`src/sv/fdef_pkg.sv`:
```
`default_nettype none

package fdef_pkg;

  // Major opcodes (bits 31..26)
  localparam logic [5:0] OpSpecial = 6'h00;
  localparam logic [5:0] OpCop1    = 6'h11;
  localparam logic [5:0] OpCop1x   = 6'h13;
  localparam logic [5:0] OpLwc1    = 6'h31;
  localparam logic [5:0] OpLdc1    = 6'h35;
  localparam logic [5:0] OpSwc1    = 6'h39;
  localparam logic [5:0] OpSdc1    = 6'h3d;

  // COP1 formats (bits 25..21)
  localparam logic [4:0] FmtS = 5'd16;
  localparam logic [4:0] FmtD = 5'd17;
  localparam logic [4:0] FmtW = 5'd20;

  // Function codes
  localparam logic [5:0] FnSpecialBreak = 6'd1;
  localparam logic [5:0] FnDivS         = 6'd3;
  localparam logic [5:0] FnSqrtS        = 6'd4;
  localparam logic [5:0] FnAbsS         = 6'd5;
  localparam logic [5:0] FnNegS         = 6'd7;
  localparam logic [5:0] FnRoundWS      = 6'd12;
  localparam logic [5:0] FnFloorWS      = 6'd15;
  localparam logic [5:0] FnCvtSS        = 6'd32;
  localparam logic [5:0] FnCvtDS        = 6'd33;
  localparam logic [5:0] FnCvtWS        = 6'd36;
  localparam logic [5:0] FnMaddS        = 6'h20;
  localparam logic [5:0] FnMsubS        = 6'h28;
  localparam logic [5:0] FnNmaddS       = 6'h30;
  localparam logic [5:0] FnNmsubS       = 6'h38;

  // Single-precision fields
  localparam logic [31:0] SignBit  = 32'h8000_0000;
  localparam logic [31:0] MagMask  = 32'h7fff_ffff;
  localparam logic [7:0]  ExpAll   = 8'hff;
  // et + es <= -bias  <=>  raw exp sum <= bias
  localparam logic [8:0]  ExpBias  = 9'd127;

  typedef enum logic [3:0] {
    StRetry    = 4'd0,
    StSkip     = 4'd1,
    StNan      = 4'd2,
    StBds      = 4'd3,
    StFormat   = 4'd4,
    StReserved = 4'd5,
    StCop1x    = 4'd6,
    StLdSt     = 4'd7,
    StNotFpu   = 4'd8,
    StSpecial  = 4'd9
  } status_e;

  typedef struct packed {
    logic [31:0] instruction;
    logic        in_delay_slot;
    logic [31:0] ft_value;
    logic [31:0] fs_value;
    logic [31:0] fr_value;
  } fdef_in_t;

  typedef struct packed {
    status_e     status;
    logic        write_a_enable;
    logic [4:0]  write_a_register;
    logic [31:0] write_a_value;
    logic        write_b_enable;
    logic [4:0]  write_b_register;
    logic [31:0] write_b_value;
    logic        skip_instruction;
  } fdef_out_t;

endpackage

`default_nettype wire

```
`src/sv/fpu_denormal_exception_fixup_core.sv`:
```
// Channel   Ports                     Transfer
// ------    ------------------------  -------------------------------------
// command   start, busy, in_i         edge with start high and busy low
// result    result_valid_o, result_o  the one cycle result_valid_o is high
//
// One instruction per cycle; from command to result it passes an input
// register, then one pass of decode and exponent compare into the result
// register. busy stays low; nothing in the block holds an item back.
// Reset (rst_ni low, asynchronous) empties both stages.
// The receiver cannot stall: each result shows for exactly one cycle.
`default_nettype none

module fpu_denormal_exception_fixup_core (
  input  wire logic             clk_i,
  input  wire logic             rst_ni,
  input  wire logic             start,
  output logic                  busy,
  input  wire fdef_pkg::fdef_in_t  in_i,
  output logic                  result_valid_o,
  output fdef_pkg::fdef_out_t   result_o
);

  logic                 in_valid_q;
  fdef_pkg::fdef_in_t   in_q;
  logic                 out_valid_q;
  fdef_pkg::fdef_out_t  out_q;
  fdef_pkg::fdef_out_t  out_d;

  // Instruction fields
  logic [5:0] opc;
  logic [4:0] fmt;
  logic [4:0] rt;
  logic [4:0] rs;
  logic [4:0] rd;
  logic [5:0] fn;
  logic [7:0] exp_t;
  logic [7:0] exp_s;
  logic [8:0] exp_sum;
  logic       bds;
  logic       is_unary;
  logic       is_madd;

  assign busy = 1'b0;

  // Control pipeline
  always_ff @(posedge clk_i or negedge rst_ni) begin
    if (!rst_ni) begin
      in_valid_q  <= 1'b0;
      out_valid_q <= 1'b0;
    end else begin
      in_valid_q  <= start && !busy;
      out_valid_q <= in_valid_q;
    end
  end

  // Payload registers
  always_ff @(posedge clk_i) begin
    if (start && !busy) begin
      in_q <= in_i;
    end
    if (in_valid_q) begin
      out_q <= out_d;
    end
  end

  assign opc     = in_q.instruction[31:26];
  assign fmt     = in_q.instruction[25:21];
  assign rt      = in_q.instruction[20:16];
  assign rs      = in_q.instruction[15:11];
  assign rd      = in_q.instruction[10:6];
  assign fn      = in_q.instruction[5:0];
  assign bds     = in_q.in_delay_slot;
  assign exp_t   = in_q.ft_value[30:23];
  assign exp_s   = in_q.fs_value[30:23];
  assign exp_sum = {1'b0, exp_t} + {1'b0, exp_s};

  assign is_unary = (fn == fdef_pkg::FnSqrtS) || (fn == fdef_pkg::FnAbsS) ||
                    (fn == fdef_pkg::FnNegS) ||
                    (fn >= fdef_pkg::FnRoundWS && fn <= fdef_pkg::FnFloorWS) ||
                    (fn == fdef_pkg::FnCvtDS) || (fn == fdef_pkg::FnCvtWS);
  assign is_madd  = (fn == fdef_pkg::FnMaddS) || (fn == fdef_pkg::FnMsubS) ||
                    (fn == fdef_pkg::FnNmaddS) || (fn == fdef_pkg::FnNmsubS);

  // Fixup decode
  always_comb begin
    out_d = '0;
    out_d.status = fdef_pkg::StNotFpu;
    if (opc == fdef_pkg::OpSpecial) begin
      out_d.status = (fn == fdef_pkg::FnSpecialBreak) ? fdef_pkg::StSpecial
                                                      : fdef_pkg::StNotFpu;
    end else if (opc == fdef_pkg::OpCop1) begin
      if (fmt == fdef_pkg::FmtS) begin
        if (fn <= fdef_pkg::FnDivS) begin
          // two-operand ops: flush ft on a, fs on b
          if (exp_t != fdef_pkg::ExpAll && exp_s != fdef_pkg::ExpAll) begin
            if (exp_t == '0) begin
              out_d.write_a_enable   = 1'b1;
              out_d.write_a_register = rt;
              out_d.write_a_value    = in_q.ft_value & fdef_pkg::SignBit;
            end
            if (exp_s == '0) begin
              out_d.write_b_enable   = 1'b1;
              out_d.write_b_register = rs;
              out_d.write_b_value    = in_q.fs_value & fdef_pkg::SignBit;
            end
            out_d.status = fdef_pkg::StRetry;
          end else begin
            out_d.status = fdef_pkg::StNan;
          end
        end else if (is_unary) begin
          if (exp_s == '0) begin
            out_d.write_a_enable   = 1'b1;
            out_d.write_a_register = rs;
            out_d.write_a_value    = in_q.fs_value & fdef_pkg::SignBit;
            out_d.status           = fdef_pkg::StRetry;
          end else begin
            out_d.status = fdef_pkg::StNan;
          end
        end else if (fn == fdef_pkg::FnCvtSS) begin
          if (!bds) begin
            out_d.write_a_enable   = 1'b1;
            out_d.write_a_register = rd;
            out_d.write_a_value    = in_q.fs_value;
            out_d.skip_instruction = 1'b1;
            out_d.status           = fdef_pkg::StSkip;
          end else begin
            out_d.status = fdef_pkg::StBds;
          end
        end else begin
          out_d.status = fdef_pkg::StReserved;
        end
      end else if (fmt == fdef_pkg::FmtD || fmt == fdef_pkg::FmtW) begin
        out_d.status = fdef_pkg::StFormat;
      end else begin
        out_d.status = fdef_pkg::StReserved;
      end
    end else if (opc == fdef_pkg::OpCop1x) begin
      if (is_madd) begin
        if (!bds) begin
          // product underflow: result is just fr, negated for msub/nmadd
          if (exp_sum <= fdef_pkg::ExpBias) begin
            out_d.write_a_enable   = 1'b1;
            out_d.write_a_register = rd;
            out_d.write_a_value    = in_q.fr_value;
            if (fn == fdef_pkg::FnMsubS || fn == fdef_pkg::FnNmaddS) begin
              out_d.write_a_value = in_q.fr_value ^ fdef_pkg::SignBit;
            end
            out_d.skip_instruction = 1'b1;
            out_d.status           = fdef_pkg::StSkip;
          end else begin
            out_d.status = fdef_pkg::StCop1x;
          end
        end else begin
          out_d.write_a_enable = 1'b1;
          if (exp_s <= exp_t && (in_q.fs_value & fdef_pkg::MagMask) != '0) begin
            out_d.write_a_register = rs;
            out_d.write_a_value    = in_q.fs_value & fdef_pkg::SignBit;
          end else begin
            out_d.write_a_register = rt;
            out_d.write_a_value    = in_q.ft_value & fdef_pkg::SignBit;
          end
          out_d.status = fdef_pkg::StRetry;
        end
      end else begin
        out_d.status = fdef_pkg::StCop1x;
      end
    end else if (opc == fdef_pkg::OpLwc1 || opc == fdef_pkg::OpLdc1 ||
                 opc == fdef_pkg::OpSwc1 || opc == fdef_pkg::OpSdc1) begin
      out_d.status = fdef_pkg::StLdSt;
    end
  end

  assign result_valid_o = out_valid_q;
  assign result_o       = out_q;

endmodule

`default_nettype wire

```
`config.mk`:
```
export PLATFORM = sky130hd
export DESIGN_NAME = fpu_denormal_exception_fixup_core
export DESIGN_NICKNAME = d
export VERILOG_FILES = /design/src/sv/fdef_pkg.sv /design/src/sv/fpu_denormal_exception_fixup_core.sv
export SDC_FILE = /design/constraint.sdc
export NUM_CORES = 1
export LEC_CHECK = 0
export ABC_AREA = 1
export BUFFER_PORTS_ARGS = -buffer_cell sky130_fd_sc_hd__buf_4
export CAP_MARGIN = 5
export CORE_AREA = 2 2 157 159
export DETAILED_ROUTE_END_ITERATION = 6
export DIE_AREA = 0 0 159 161
export PLACE_DENSITY = 0.61
export SYNTH_ARGS = -nofsm -noshare
export SYNTH_HDL_FRONTEND = slang
export SYNTH_SLANG_ARGS = --single-unit
export TNS_END_PERCENT = 50
```
`constraint.sdc`:
```
create_clock -name clk_i -period 2 [get_ports clk_i]
set_clock_uncertainty 0.15 [all_clocks]
set_input_delay 0.1 -clock clk_i [delete_from_list [all_inputs] [get_ports clk_i]]
set_output_delay 0.1 -clock clk_i [all_outputs]
set_load 0.01 [all_outputs]
```
==> results by group, run 1 <==
Critical path
  – Slowest library cell on the worst path: edfxtp_1
  – Crit path kind: reg2reg
  – CP Cell Sequence: buf_6 > fa_2 > nand3_2 > nand2_2 > a21oi_4 > nand3_4 > buf_6 > nand2_4 > nand2_2 > nand2_2 > nand3_1
  – Arr. time, crit path: 2.25 ns
  – CP endpoint kind: register
  – Worst path most repeated cell: nand2_2
  – CP startpoint kind: register
  – Worst Path Required: approximately 2.0 ns
  – Largest stage delay, worst path: between 0.4 and 0.5 ns
  – Top fanout value on the critical path: 3

Floorplanning
  – Core ar.: roughly 24000 um^2
  – Chip Height: 161 um
  – Initial Util: 0.297
  – Number of I/O pins: approximately 220
  – Die footprint: 25600 um^2
  – Die W: roughly 160 um
  – Rows: 57

Yosys
  – Area contributors post-synth: edfxtp_1, nand3_1, nand2_1
  – Mux cell area share after synthesis: 0
  – Post-synthesis simple-gate area fraction: 0.146
  – Post-Syn Area: 7110 um^2
  – Netlist cell types: 34
  – Ys Warns: 0
  – FF+latch count, synth: ~160
  – Top cell type's share of synthesized area: 0.659
  – Compound-cell area share of the yosys netlist: 0.0620
  – Syn Inst Count: approximately 590
  – Largest family of logic cells by synthesized area: simple AND/OR/NAND/NOR gates
  – Avg Cell Area, Syn: 12.1 um^2
  – Post-synth top area cell: edfxtp_1
  – Adder-Cell Fraction of Synth Area: 0.0310
  – Part of the Yosys area used for sequential elements: 0.666
  – XOR/XNOR Fraction of Synth Area: 0.00123

Clocking
  – Insertion delay to the later sink of the worst-skew pair: 0.42 ns
  – Clock Tree Buf Depth: 2
  – Clk sink count: 158
  – Clk slew on worst S/H paths: ~0.06 ns
  – Total CTS buffers: 17
  – H-tree depth: 4
  – Root Buffer: clkbuf_16
  – CTS tree: done

Detailed routing
  – Antenna Nets Post-Route: 0
  – Via/cell ratio: about 4.2
  – Initial DRC Count: 279
  – Vias: between 5000 and 6000
  – WL/cell: 14.9 um
  – DRC Markers: 0
  – Detailed Routing Iterations Pass 1: 4
  – Routed wire length: roughly 19000 um

Run
  – Max-cap violation count: 0

GRT
  – First-pass GRT wire length: 27900 um
  – Total GRT Usage: 0.142
  – Initial antenna violation count: 0
  – Number of global-route vias before repair: about 5400
  – Total congestion overflow: 0
  – Largest net degree at the start of global routing: between 100 and 150

Final layout
  – Layout cell share with drive strength beyond 1: 0.365
  – Cell Count, Final, Fillers Out: around 1200
  – Commonest non-fill, non-tap cell in the layout: buf_4
  – Commonest cells after routing, fill and taps aside: buf_4, edfxtp_1, dlygate4sd3_1
  – Synth-to-Final Area Change: 53.1%
  – Nets: 1063
  – Diode count: 0
  – Post-route cell area: 10900 um^2

Timing
  – Worst Max-Slew Pin Slew: 0.627 ns
  – Minimum clock period after layout: between 2 and 2.5 ns
  – Final Hold Fails: 0
  – Max-Slew Margin vs Limit: 0.582
  – Min Hold Slack: between 0.09 and 0.1 ns
  – # setup viols final: 42
  – Fin Setup TNS: -7.98 ns
  – Pins over their slew limit: 0
  – RSZ-0062 raised after global routing: true
  – F_max: between 400 and 500 MHz
  – Min setup slack post-route: -0.230 ns
  – Tcrit/Tclk final: 1.12

Status
  – Status: finished with violations
  – Violated checks: setup timing

Placement
  – Placed cell area: slightly below 9000 um^2
  – Placed Cells: 1102
  – IO buf count: approximately 160
  – Post-DP HPWL: approximately 12000 um
  – Dpl ws: -0.247 ns
  – GPL Wtd Cong: 0.837

Pwr
  – PwrDens: a little under 800 nW/um^2
  – Leakage Power: between 4 and 5 nW
  – Worst VDD drop: ~470 uV

Hold path
  – Hold/Removal Path Class: in2reg
## final cells by class
| cell class | count | area, um^2 |
|---|---|---|
| inverters | 88 | 338 |
| fillers | 2174 | 13100 |
| multi-input cells | 328 | 2050 |
| clock buffers | 18 | 429 |
| clock inverters | 11 | 96.3 |
| repair buffers | 321 | 2830 |
| well taps | 324 | 405 |
| flip-flops and latches | 158 | 4740 |
## through the flow
step | utilization | total power [mW]
3_5_place_dp | 0.373 | 5.07
2_1_floorplan | - | 4.55
4_1_cts | 0.442 | 8.27
6_report | 0.454 | 8.39
5_1_grt | 0.454 | 8.74
3_3_place_gp | 0.373 | 5.06
## worst max-delay path: cells and delay by family (launching register included)
family / cells / cell delay [ns]
AO/OA/AOI/OAI: 1 / 0.17
adder cells (fa/ha/maj): 1 / 0.38
buffers and inverters: 2 / 0.30
flip-flops: 1 / 0.45
AND/OR/NAND/NOR: 7 / 0.52
## synth_stat cells
| cell type | count |
|---|---|
| and3_1 | 1 |
| a21oi_1 | 16 |
| fa_1 | 1 |
| nand2_1 | 79 |
| nor2_8 | 1 |
| nor2_4 | 1 |
| nor3_2 | 2 |
| o21ai_0 | 6 |
| clkbuf_1 | 1 |
| conb_1 | 1 |
| o21ai_4 | 1 |
| o21bai_1 | 1 |
| buf_2 | 4 |
| xor2_1 | 1 |
| inv_1 | 78 |
| nand4_1 | 13 |
| nand4_4 | 1 |
| nand2_4 | 2 |
| a21o_1 | 1 |
| dfrtp_1 | 2 |
| nand2_2 | 2 |
| ha_1 | 16 |
| edfxtp_1 | 156 |
| nor2_2 | 5 |
| o21ai_2 | 29 |
| nor3_1 | 3 |
| o211ai_1 | 6 |
| buf_4 | 35 |
| inv_2 | 10 |
| nand3_1 | 68 |
| or2_2 | 2 |
| buf_6 | 4 |
| nor2_1 | 37 |
| or2_0 | 1 |
## cell families (layout without fill, tap and decap cells)
kind of cell | after synthesis | count (layout)
DFF | 158 | 158
xor gates and xnor gates | 1 | 1
AOI/OAI and AO/OA | 60 | 60
adders and majority gates | 17 | 17
other | 1 | 32
and+or+nand+nor | 218 | 218
buffers and inverters | 132 | 438
## routing by layer
| metal | routed length, um | track usage | up-vias |
|---|---|---|---|
| li1 | - | - | 2601 |
| met1 | 7890 | 0.171 | 2448 |
| met2 | 9650 | 0.253 | 160 |
| met3 | 721 | 0.0259 | 20 |
| met4 | 329 | 0.0537 | 0 |
| met5 | 0 | 0 | - |
## timing repair
item / 4_1_cts / 5_1_grt
setup endpoints to repair: 42 / 48
cloned: 0 / 3
setup buffers: 4 / 2
endpoints found under the hold margin: 108 / 0
resized for setup: 6 / 44
hold buffers: 108 / 0
pin swaps: 1 / 16
## where the power goes
part / total (mW) / switching, mW / internal (mW) / leakage, nW
registers: 4.01 / 0.114 / 3.90 / 1.53
logic: 1.38 / 0.663 / 0.715 / 2.83
clock network: 3.00 / 1.31 / 1.69 / 0.249
## sequential cells by signal, summed over array words and instances, names as in the netlist
register and cells:
bds 1, exp_t 8, in_q 78, fmt 5
in_valid_q 1, result_o 50, fn 6, exp_s 8
result_valid_o 1
## path summary, 6_finish.rpt
check / start / endpoint / slack, ns / cells after the start
max in group asynchronous: rst_ni / in_valid_q$_DFF_PN0_ / 1.15 / 3
worst max register to register: exp_t[1]$_DFFE_PP_ / result_o[79]$_SDFFCE_PP0P_ / -0.23 / 11
worst max-delay path: exp_t[1]$_DFFE_PP_ / result_o[79]$_SDFFCE_PP0P_ / -0.23 / 11
worst min register to register: in_q[0]$_DFFE_PP_ / result_o[39]$_SDFFCE_PP0P_ / 0.40 / 2
worst min-delay path: start / in_valid_q$_DFF_PN0_ / 0.09 / 2
min in group asynchronous: rst_ni / in_valid_q$_DFF_PN0_ / 0.41 / 3
Note: power is estimated with default switching activity, not from simulation.
==> run 2: changes to the inputs <==
--- a/config.mk
+++ b/config.mk
@@ -8,9 +8,9 @@
 export ABC_AREA = 1
 export BUFFER_PORTS_ARGS = -buffer_cell sky130_fd_sc_hd__buf_4
 export CAP_MARGIN = 5
-export CORE_AREA = 2 2 157 159
+export CORE_AREA = 2 2 181 139
 export DETAILED_ROUTE_END_ITERATION = 6
-export DIE_AREA = 0 0 159 161
+export DIE_AREA = 0 0 183 141
 export PLACE_DENSITY = 0.61
 export SYNTH_ARGS = -nofsm -noshare
 export SYNTH_HDL_FRONTEND = slang
==> run 2 against run 1 <==
  * The flow still finishes with violations (setup timing)
  * Die area up 0.80%
  * Combinational power about the same
  * Fmax up 1.5%
  * Wire length up 2.0%
  * Non-clock buffer count up 9
  * Utilization up 0.35 points
  * Sequential cell count unchanged
==> results by group, run 2 (synthesis gave the netlist of run 1 again) <==
Status
  – Status: finished with violations
  – Violated checks: setup timing

Timing
  – F_max: 455 MHz (+1.5%)
  – Tcrit/Tclk final: 1.10 (-0.0169)
  – Minimum clock period after layout: 2.20 ns (-0.0338 ns)
  – Fin Setup TNS: -6.61 ns (+1.37 ns)
  – Final Hold Fails: 0 (unchanged)
  – Min Hold Slack: 0.243 ns (+0.153 ns)
  – Min setup slack post-route: -0.197 ns (+0.0338 ns)
  – Max-Slew Margin vs Limit: 0.640 (+0.0582)
  – Pins over their slew limit: 0 (unchanged)
  – Worst Max-Slew Pin Slew: 0.540 ns (-0.0874 ns)
  – # setup viols final: 47 (+12%)
  – RSZ-0062 raised after global routing: true

Critical path
  – Crit path kind: reg2reg
  – Arr. time, crit path: 2.33 ns (+0.08 ns)
  – RR Startpoint: exp_s[1]$_DFFE_PP_
  – CP startpoint kind: register
  – Worst Path Required: 2.14 ns (+0.12 ns)
  – Top fanout value on the critical path: 7 (+4)
  – CP startpoint: exp_s[1]$_DFFE_PP_
  – CP endpoint kind: register

Final layout
  – Multi-input gate area: 2170 um^2 (+6.1%)
  – Top reg by flops: in_q
  – Layout cell share with drive strength beyond 1: 0.399 (+0.0338)
  – Cell Count, Final, Fillers Out: 1248 (unchanged)
  – Nets: 1072 (+0.85%)
  – Fill count: 2222 (+2.2%)
  – Commonest cells after routing, fill and taps aside: buf_4, edfxtp_1, dlygate4sd3_1
  – Commonest non-fill, non-tap cell in the layout: buf_4
  – Reg area: 4740 um^2 (unchanged)
  – Synth-to-Final Area Change: 56.3%
  – Max FFs per register: 78 (unchanged)
  – Post-route cell area: 11100 um^2 (+2.1%)
  – Fin util: 0.458 (+0.00353)
  – Diode count: 0 (unchanged)

GRT
  – GR Util met3: 0.0375 (+0.0115)
  – Most heavily used metal layer in global routing: met2
  – Largest net degree at the start of global routing: 37 (-66%)
  – M1 GR Usage: 0.193 (+0.0220)
  – Number of global-route vias before repair: 5291 (-1.7%)
  – Total congestion overflow: 0 (unchanged)
  – Initial antenna violation count: 0 (unchanged)
  – First-pass GRT wire length: 28400 um (+1.9%)
  – Met2 GRT Util: 0.237 (-0.0165)
  – Total GRT Usage: 0.145 (+0.00347)

Detailed routing
  – DRC Markers: 0 (unchanged)
  – Antenna Nets Post-Route: 0 (unchanged)
  – Routed wire length: 19000 um (+2.0%)
  – WL/cell: 15.2 um (+2.0%)
  – Vias: 5332 (+2.0%)
  – Via/cell ratio: 4.27 (+2.0%)
  – Initial DRC Count: 322 (+15%)
  – Detailed Routing Iterations Pass 1: 5 (+1)

Clocking
  – Root Buffer: clkbuf_16
  – Clk sink count: 158 (unchanged)
  – Insertion delay to the later sink of the worst-skew pair: 0.42 ns (about the same)
  – Clk slew on worst S/H paths: 0.07 ns (about the same)
  – H-tree depth: 4 (unchanged)
  – CTS tree: done
  – Total CTS buffers: 17 (unchanged)
  – Clock Tree Buf Depth: 2 (unchanged)

Placement
  – Placed cell area: 8950 um^2 (+0.20%)
  – Placed Cells: 1096 (-0.54%)
  – Dpl ws: -0.293 ns (-0.0466 ns)
  – GPL Wtd Cong: 0.879 (+5.1%)
  – IO buf count: 159 (unchanged)
  – Post-DP HPWL: 12800 um (+6.7%)

Pwr
  – Worst VDD drop: 537 uV (+14%)
  – Leakage Power: 4.70 nW (+1.7%)
  – Tot Pwr: 8.80 mW (+5.0%)
  – PwrDens: 793 nW/um^2 (+2.8%)

Hold path
  – Hold/Removal Path Class: in2reg
  – Hold path startpoint: in_i[128]

Floorplanning
  – Die W: 183 um (+15%)
  – Die footprint: 25800 um^2 (+0.80%)
  – Chip Height: 141 um (-12%)
  – Rows: 50 (-12%)
  – Initial Util: 0.293 (-0.00379)
  – Number of I/O pins: 215 (unchanged)
  – Core ar.: 24300 um^2 (+1.3%)

Run
  – Max-cap violation count: 0 (unchanged)
[run 2: cell count changes in the layout (fill, tap and decap cells not counted), sizes merged]
| cell | delta |
|---|---|
| dlygate4sd3 | +1 |
| buf | +10 |
| bufinv | +2 |
| inv | +4 |
| clkinvlp | -2 |
| clkbuf | -2 |
| clkinv | -1 |
[run 2: routing by layer]
metal,part of all wire,wire length [um],up-vias
met5,0,0,-
met4,0.010,199,0
met3,0.058,1100,15
met2,0.47,8980,178
met1,0.46,8670,2512
li1,-,-,2627
[run 2: final timing paths]
| path | to | slack [ns] | cells past startpoint |
|---|---|---|---|
| max in group asynchronous | in_valid_q$_DFF_PN0_ | 1.16 | 3 |
| max | result_o[71]$_SDFFCE_PP0P_ | -0.20 | 12 |
| max reg2reg | result_o[71]$_SDFFCE_PP0P_ | -0.20 | 12 |
| min in group asynchronous | result_valid_o$_DFF_PN0_ | 0.40 | 3 |
| min reg2reg | result_o[49]$_SDFFCE_PP0P_ | 0.41 | 2 |
| min | in_q[128]$_DFFE_PP_ | 0.24 | 2 |
[run 2: what timing repair did]
action                                  in CTS  in global routing
gates resized for setup                     22                 55
cloned                                       1                  1
pin swaps                                    4                 16
hold buffers                               109                  0
hold endpoints to repair                   133                  0
setup buffers                                5                  5
endpoints found under the setup margin      48                 49
[run 2: final cells by class]
class / count / share of cell area
timing repair buffer: 330 / 0.257
inverter: 88 / 0.0306
sequential: 158 / 0.426
tap: 312 / 0.0351
clock inverter: 14 / 0.0164
clock buffer: 18 / 0.0386
multi-input combinational: 328 / 0.195
[run 2: power breakdown]
part	total [mW]	internal (mW)	switching, mW
clock network	3.42	2.00	1.42
logic	1.37	0.694	0.673
registers	4.02	3.90	0.123
[run 2: worst max-delay path, cell delays in order, from the launching register on]
cell and delay (ns):
edfxtp_1 0.48, buf_4 0.19, fa_2 0.36, nand3_2 0.09
nand2_2 0.07, a21oi_4 0.15, nand3_4 0.12, inv_8 0.11
buf_12 0.13, nand2_1 0.06, nand2_1 0.06, nand2_1 0.05
nand2_1 0.06
==> run 3: changes to the inputs <==
--- a/config.mk
+++ b/config.mk
@@ -5,12 +5,11 @@
 export SDC_FILE = /design/constraint.sdc
 export NUM_CORES = 1
 export LEC_CHECK = 0
-export ABC_AREA = 1
 export BUFFER_PORTS_ARGS = -buffer_cell sky130_fd_sc_hd__buf_4
 export CAP_MARGIN = 5
-export CORE_AREA = 2 2 181 139
+export CORE_AREA = 2 2 175 134
 export DETAILED_ROUTE_END_ITERATION = 6
-export DIE_AREA = 0 0 183 141
+export DIE_AREA = 0 0 177 136
 export PLACE_DENSITY = 0.61
 export SYNTH_ARGS = -nofsm -noshare
 export SYNTH_HDL_FRONTEND = slang
==> run 3 against run 2 <==
  * The flow still finishes with violations (setup timing)
  * Power fell by 8.0%
  * Worst hold slack improved by 0.0054 ns
  * Die area fell by 6.7%
  * Via count fell by 9.1%
  * First-iteration DRC count rose by 15%
  * Fmax fell by 7.4%
  * Wire length fell by 8.6%
  * Final cell count fell by 12%
  * Global-route usage fell by 0.063 points
==> results by group, run 3 <==
Timing
  – F_max: 421 MHz (-7.4%)
  – Final Hold Fails: 0 (unchanged)
  – Min setup slack post-route: -0.373 ns (-0.177 ns)
  – Minimum clock period after layout: 2.37 ns (+0.177 ns)
  – Min Hold Slack: 0.248 ns (+0.00538 ns)
  – # setup viols final: 49 (+4.3%)
  – Pins over their slew limit: 0 (unchanged)
  – Tcrit/Tclk final: 1.19 (+0.0884)
  – Fin Setup TNS: -16.21 ns (-9.60 ns)
  – RSZ-0062 raised after global routing: true

Yosys
  – Part of the Yosys area used for sequential elements: 0.716 (+0.0495)
  – Synth async-reset ratio: 0.0127 (unchanged)
  – Top cell type's share of synthesized area: 0.708 (+0.0490)
  – Main synth FF type: edfxtp_1
  – Post-synth top area cell: edfxtp_1
  – Avg Cell Area, Syn: 15.3 um^2 (+27%)
  – Top post-synthesis cells by count: edfxtp_1, buf_4, a22o_1, nand2_1, ha_1
  – Most common cell in the netlist: edfxtp_1
  – Area contributors post-synth: edfxtp_1, a22o_1, buf_4
  – Ys Warns: 0 (unchanged)
  – Syn Inst Count: 431 (-27%)
  – FF+latch count, synth: 158 (unchanged)
  – Netlist cell types: 52 (+53%)
  – EDFF count, synth: 156 (unchanged)
  – Post-Syn Area: 6610 um^2 (-6.9%)

Critical path
  – Top delay family on crit path: flip-flops
  – RR Startpoint: exp_s[2]$_DFFE_PP_
  – Worst Path Required: 2.01 ns (-0.13 ns)
  – Largest stage delay, worst path: 0.46 ns (-0.02 ns)
  – Arr. time, crit path: 2.39 ns (+0.06 ns)
  – CP endpoint: result_o[73]$_SDFFCE_PP0P_
  – Slowest library cell on the worst path: edfxtp_1
  – CP Cell Sequence: buf_6 > ha_4 > nand4_1 > o21a_1 > nor3_4 > buf_12 > mux2i_1 > o221ai_2
  – Buf/Inv on CP: 2 (-1)
  – Reg2reg setup slack: -0.37 ns (-0.18 ns)
  – CP startpoint: exp_s[2]$_DFFE_PP_
  – Top fanout value on the critical path: 6 (-1)
  – CP endpoint kind: register
  – Reg2reg end: result_o[73]$_SDFFCE_PP0P_
  – Crit path kind: reg2reg
  – CP startpoint kind: register
  – Worst Reg-to-Reg Cells: 8 (-4)
  – Cell depth of the worst setup path: 8 (-4)

Pwr
  – PwrDens: 767 nW/um^2 (-3.2%)
  – Power share of the combinational group: 0.139 (-0.016)
  – Worst VDD drop: 533 uV (-0.71%)
  – Pint: 6.24 mW (-5.4%)
  – Clock network fraction of total power: 0.365 (-0.023)
  – Leakage Power: 4.18 nW (-11%)
  – Psw: 1.86 mW (-16%)
  – Sequential power share: 0.496 (+0.040)
  – Sw frac: 0.230 (-0.0215)

Detailed routing
  – DRC Markers: 0 (unchanged)
  – Detailed Routing Iterations Pass 1: 4 (-1)
  – WL/cell: 15.8 um (+4.0%)
  – Antenna Nets Post-Route: 0 (unchanged)
  – Initial DRC Count: 369 (+15%)
  – Vias: 4847 (-9.1%)
  – Routed wire length: 17300 um (-8.6%)
  – Via/cell ratio: 4.42 (+3.5%)

Hold path
  – Hold/Removal Path Class: in2reg
  – Hold Path Stages: 2 (unchanged)
  – Hold path startpoint: in_i[109]

GRT
  – Most heavily used metal layer in global routing: met2
  – GR Util met3: 0.0361 (-0.00138)
  – Largest net degree at the start of global routing: 52 (+41%)
  – Initial antenna violation count: 0 (unchanged)
  – Number of global-route vias before repair: 4952 (-6.4%)
  – Total GRT Usage: 0.145 (-0.000634)
  – Met2 GRT Util: 0.240 (+0.00352)
  – M1 GR Usage: 0.185 (-0.00755)
  – Total congestion overflow: 0 (unchanged)
  – First-pass GRT wire length: 26200 um (-7.5%)

Clocking
  – CTS tree: done
  – Total CTS buffers: 17 (unchanged)
  – Clk sink count: 158 (unchanged)
  – H-tree depth: 4 (unchanged)
  – Clock Tree Buf Depth: 2 (unchanged)
  – Insertion delay to the later sink of the worst-skew pair: 0.41 ns (about the same)
  – Root Buffer: clkbuf_16
  – Clk slew on worst S/H paths: 0.06 ns (about the same)

Final layout
  – Layout cell share with drive strength beyond 1: 0.382 (-0.0166)
  – Reg area: 4740 um^2 (unchanged)
  – Commonest cells after routing, fill and taps aside: buf_4, edfxtp_1, dlygate4sd3_1
  – Commonest non-fill, non-tap cell in the layout: buf_4
  – Fill count: 1976 (-11%)
  – Top reg by flops: in_q
  – Max FFs per register: 78 (unchanged)
  – Diode count: 0 (unchanged)
  – Nets: 932 (-13%)
  – Synth-to-Final Area Change: 59.6%
  – Multi-input gate area: 1890 um^2 (-13%)

Floorplanning
  – Chip Height: 136 um (-3.5%)
  – Die W: 177 um (-3.3%)
  – Die footprint: 24100 um^2 (-6.7%)
  – Rows: 48 (-4.0%)
  – Number of I/O pins: 215 (unchanged)
  – Initial Util: 0.294 (+0.000935)
  – Core ar.: 22500 um^2 (-7.2%)

Status
  – Violated checks: setup timing
  – Status: finished with violations

Placement
  – Dpl ws: -0.530 ns (-0.236 ns)
  – IO buf count: 159 (unchanged)
  – Post-DP HPWL: 12000 um (-6.6%)
  – GPL Wtd Cong: 0.789 (-10%)

Run
  – Max-cap violation count: 0 (unchanged)
[run 3: cell types whose count changed after synthesis, sizes merged, moves of 12 or more]
cell	delta
a22o	+31
nand2b	+12
nor4	+12
nand3	-55
o21ai	-32
nand2	-65
nor2	-33
inv	-75
[run 3: power by group through the flow]
| stage | combinational (mW) | clock (mW) | sequential, mW |
|---|---|---|---|
| 6_report | 1.13 | 2.96 | 4.02 |
| 5_1_grt | 1.22 | 3.18 | 4.04 |
| 4_1_cts | 1.11 | 3.04 | 4.02 |
| 3_5_place_dp | 0.841 | 0 | 4.09 |
| 3_3_place_gp | 0.824 | 0 | 4.08 |
| 2_1_floorplan | 0.301 | 0 | 4.10 |
[run 3: how the worst min path moves through the flow]
stage                                to  slack (ns)
6_report            in_q[109]$_DFFE_PP_        0.25
5_1_grt              in_q[21]$_DFFE_PP_        0.23
4_1_cts              in_q[20]$_DFFE_PP_        0.23
3_5_place_dp   result_valid_o$_DFF_PN0_       -0.27
3_3_place_gp   result_valid_o$_DFF_PN0_       -0.27
2_1_floorplan      in_valid_q$_DFF_PN0_       -0.35
[run 3: timing repair]
item                       CTS  global route
hold buffers               109             0
hold endpoints to repair   121             0
pin swaps                   11             6
setup endpoints to repair   49            49
resized for setup           40             6
buffers inserted             4             0
[run 3: metal layers]
metal	vias up	share of wire
li1	2313	-
met1	2347	0.44
met2	164	0.49
met3	23	0.055
met4	0	0.017
met5	-	0
[run 3: area by class of cell]
cell class              count  area share
clock buffers              20      0.0414
repair buffers            346       0.281
flip-flops and latches    158       0.449
multi-input cells         247       0.179
inverters                  13     0.00486
clock inverters            12     0.00913
well taps                 300      0.0356
[run 3: worst register-to-register path, delay by kind of cell (launching register included)]
family / cells / cell delay (ns)
buf+inv: 2 / 0.31
compound gates: 2 / 0.35
flops: 1 / 0.46
simple gates: 2 / 0.35
mux: 1 / 0.22
fa+ha+maj: 1 / 0.29
[run 3: cell families (layout without fill, tap and decap cells)]
family          count (synthesis)  after routing  synth area share
flops                         158            158             0.716
simple gates                  107            107            0.0914
compound gates                 81             81            0.0927
buf+inv                        57            391            0.0516
fa+ha+maj                      17             17            0.0333
mux                             7              7            0.0106
xor+xnor                        3              3           0.00397
other cells                     1             32          0.000567
[run 3: through the flow]
step                instance area (um^2)  cells  power (mW)   util
floorplan                           6780    462        4.40      -
global placement                    8640    951        4.90  0.384
detailed placement                  8640    951        4.93  0.384
CTS                                10500   1096        8.17  0.467
global route                       10600   1096        8.44  0.469
finish                             10600   1096        8.10  0.469
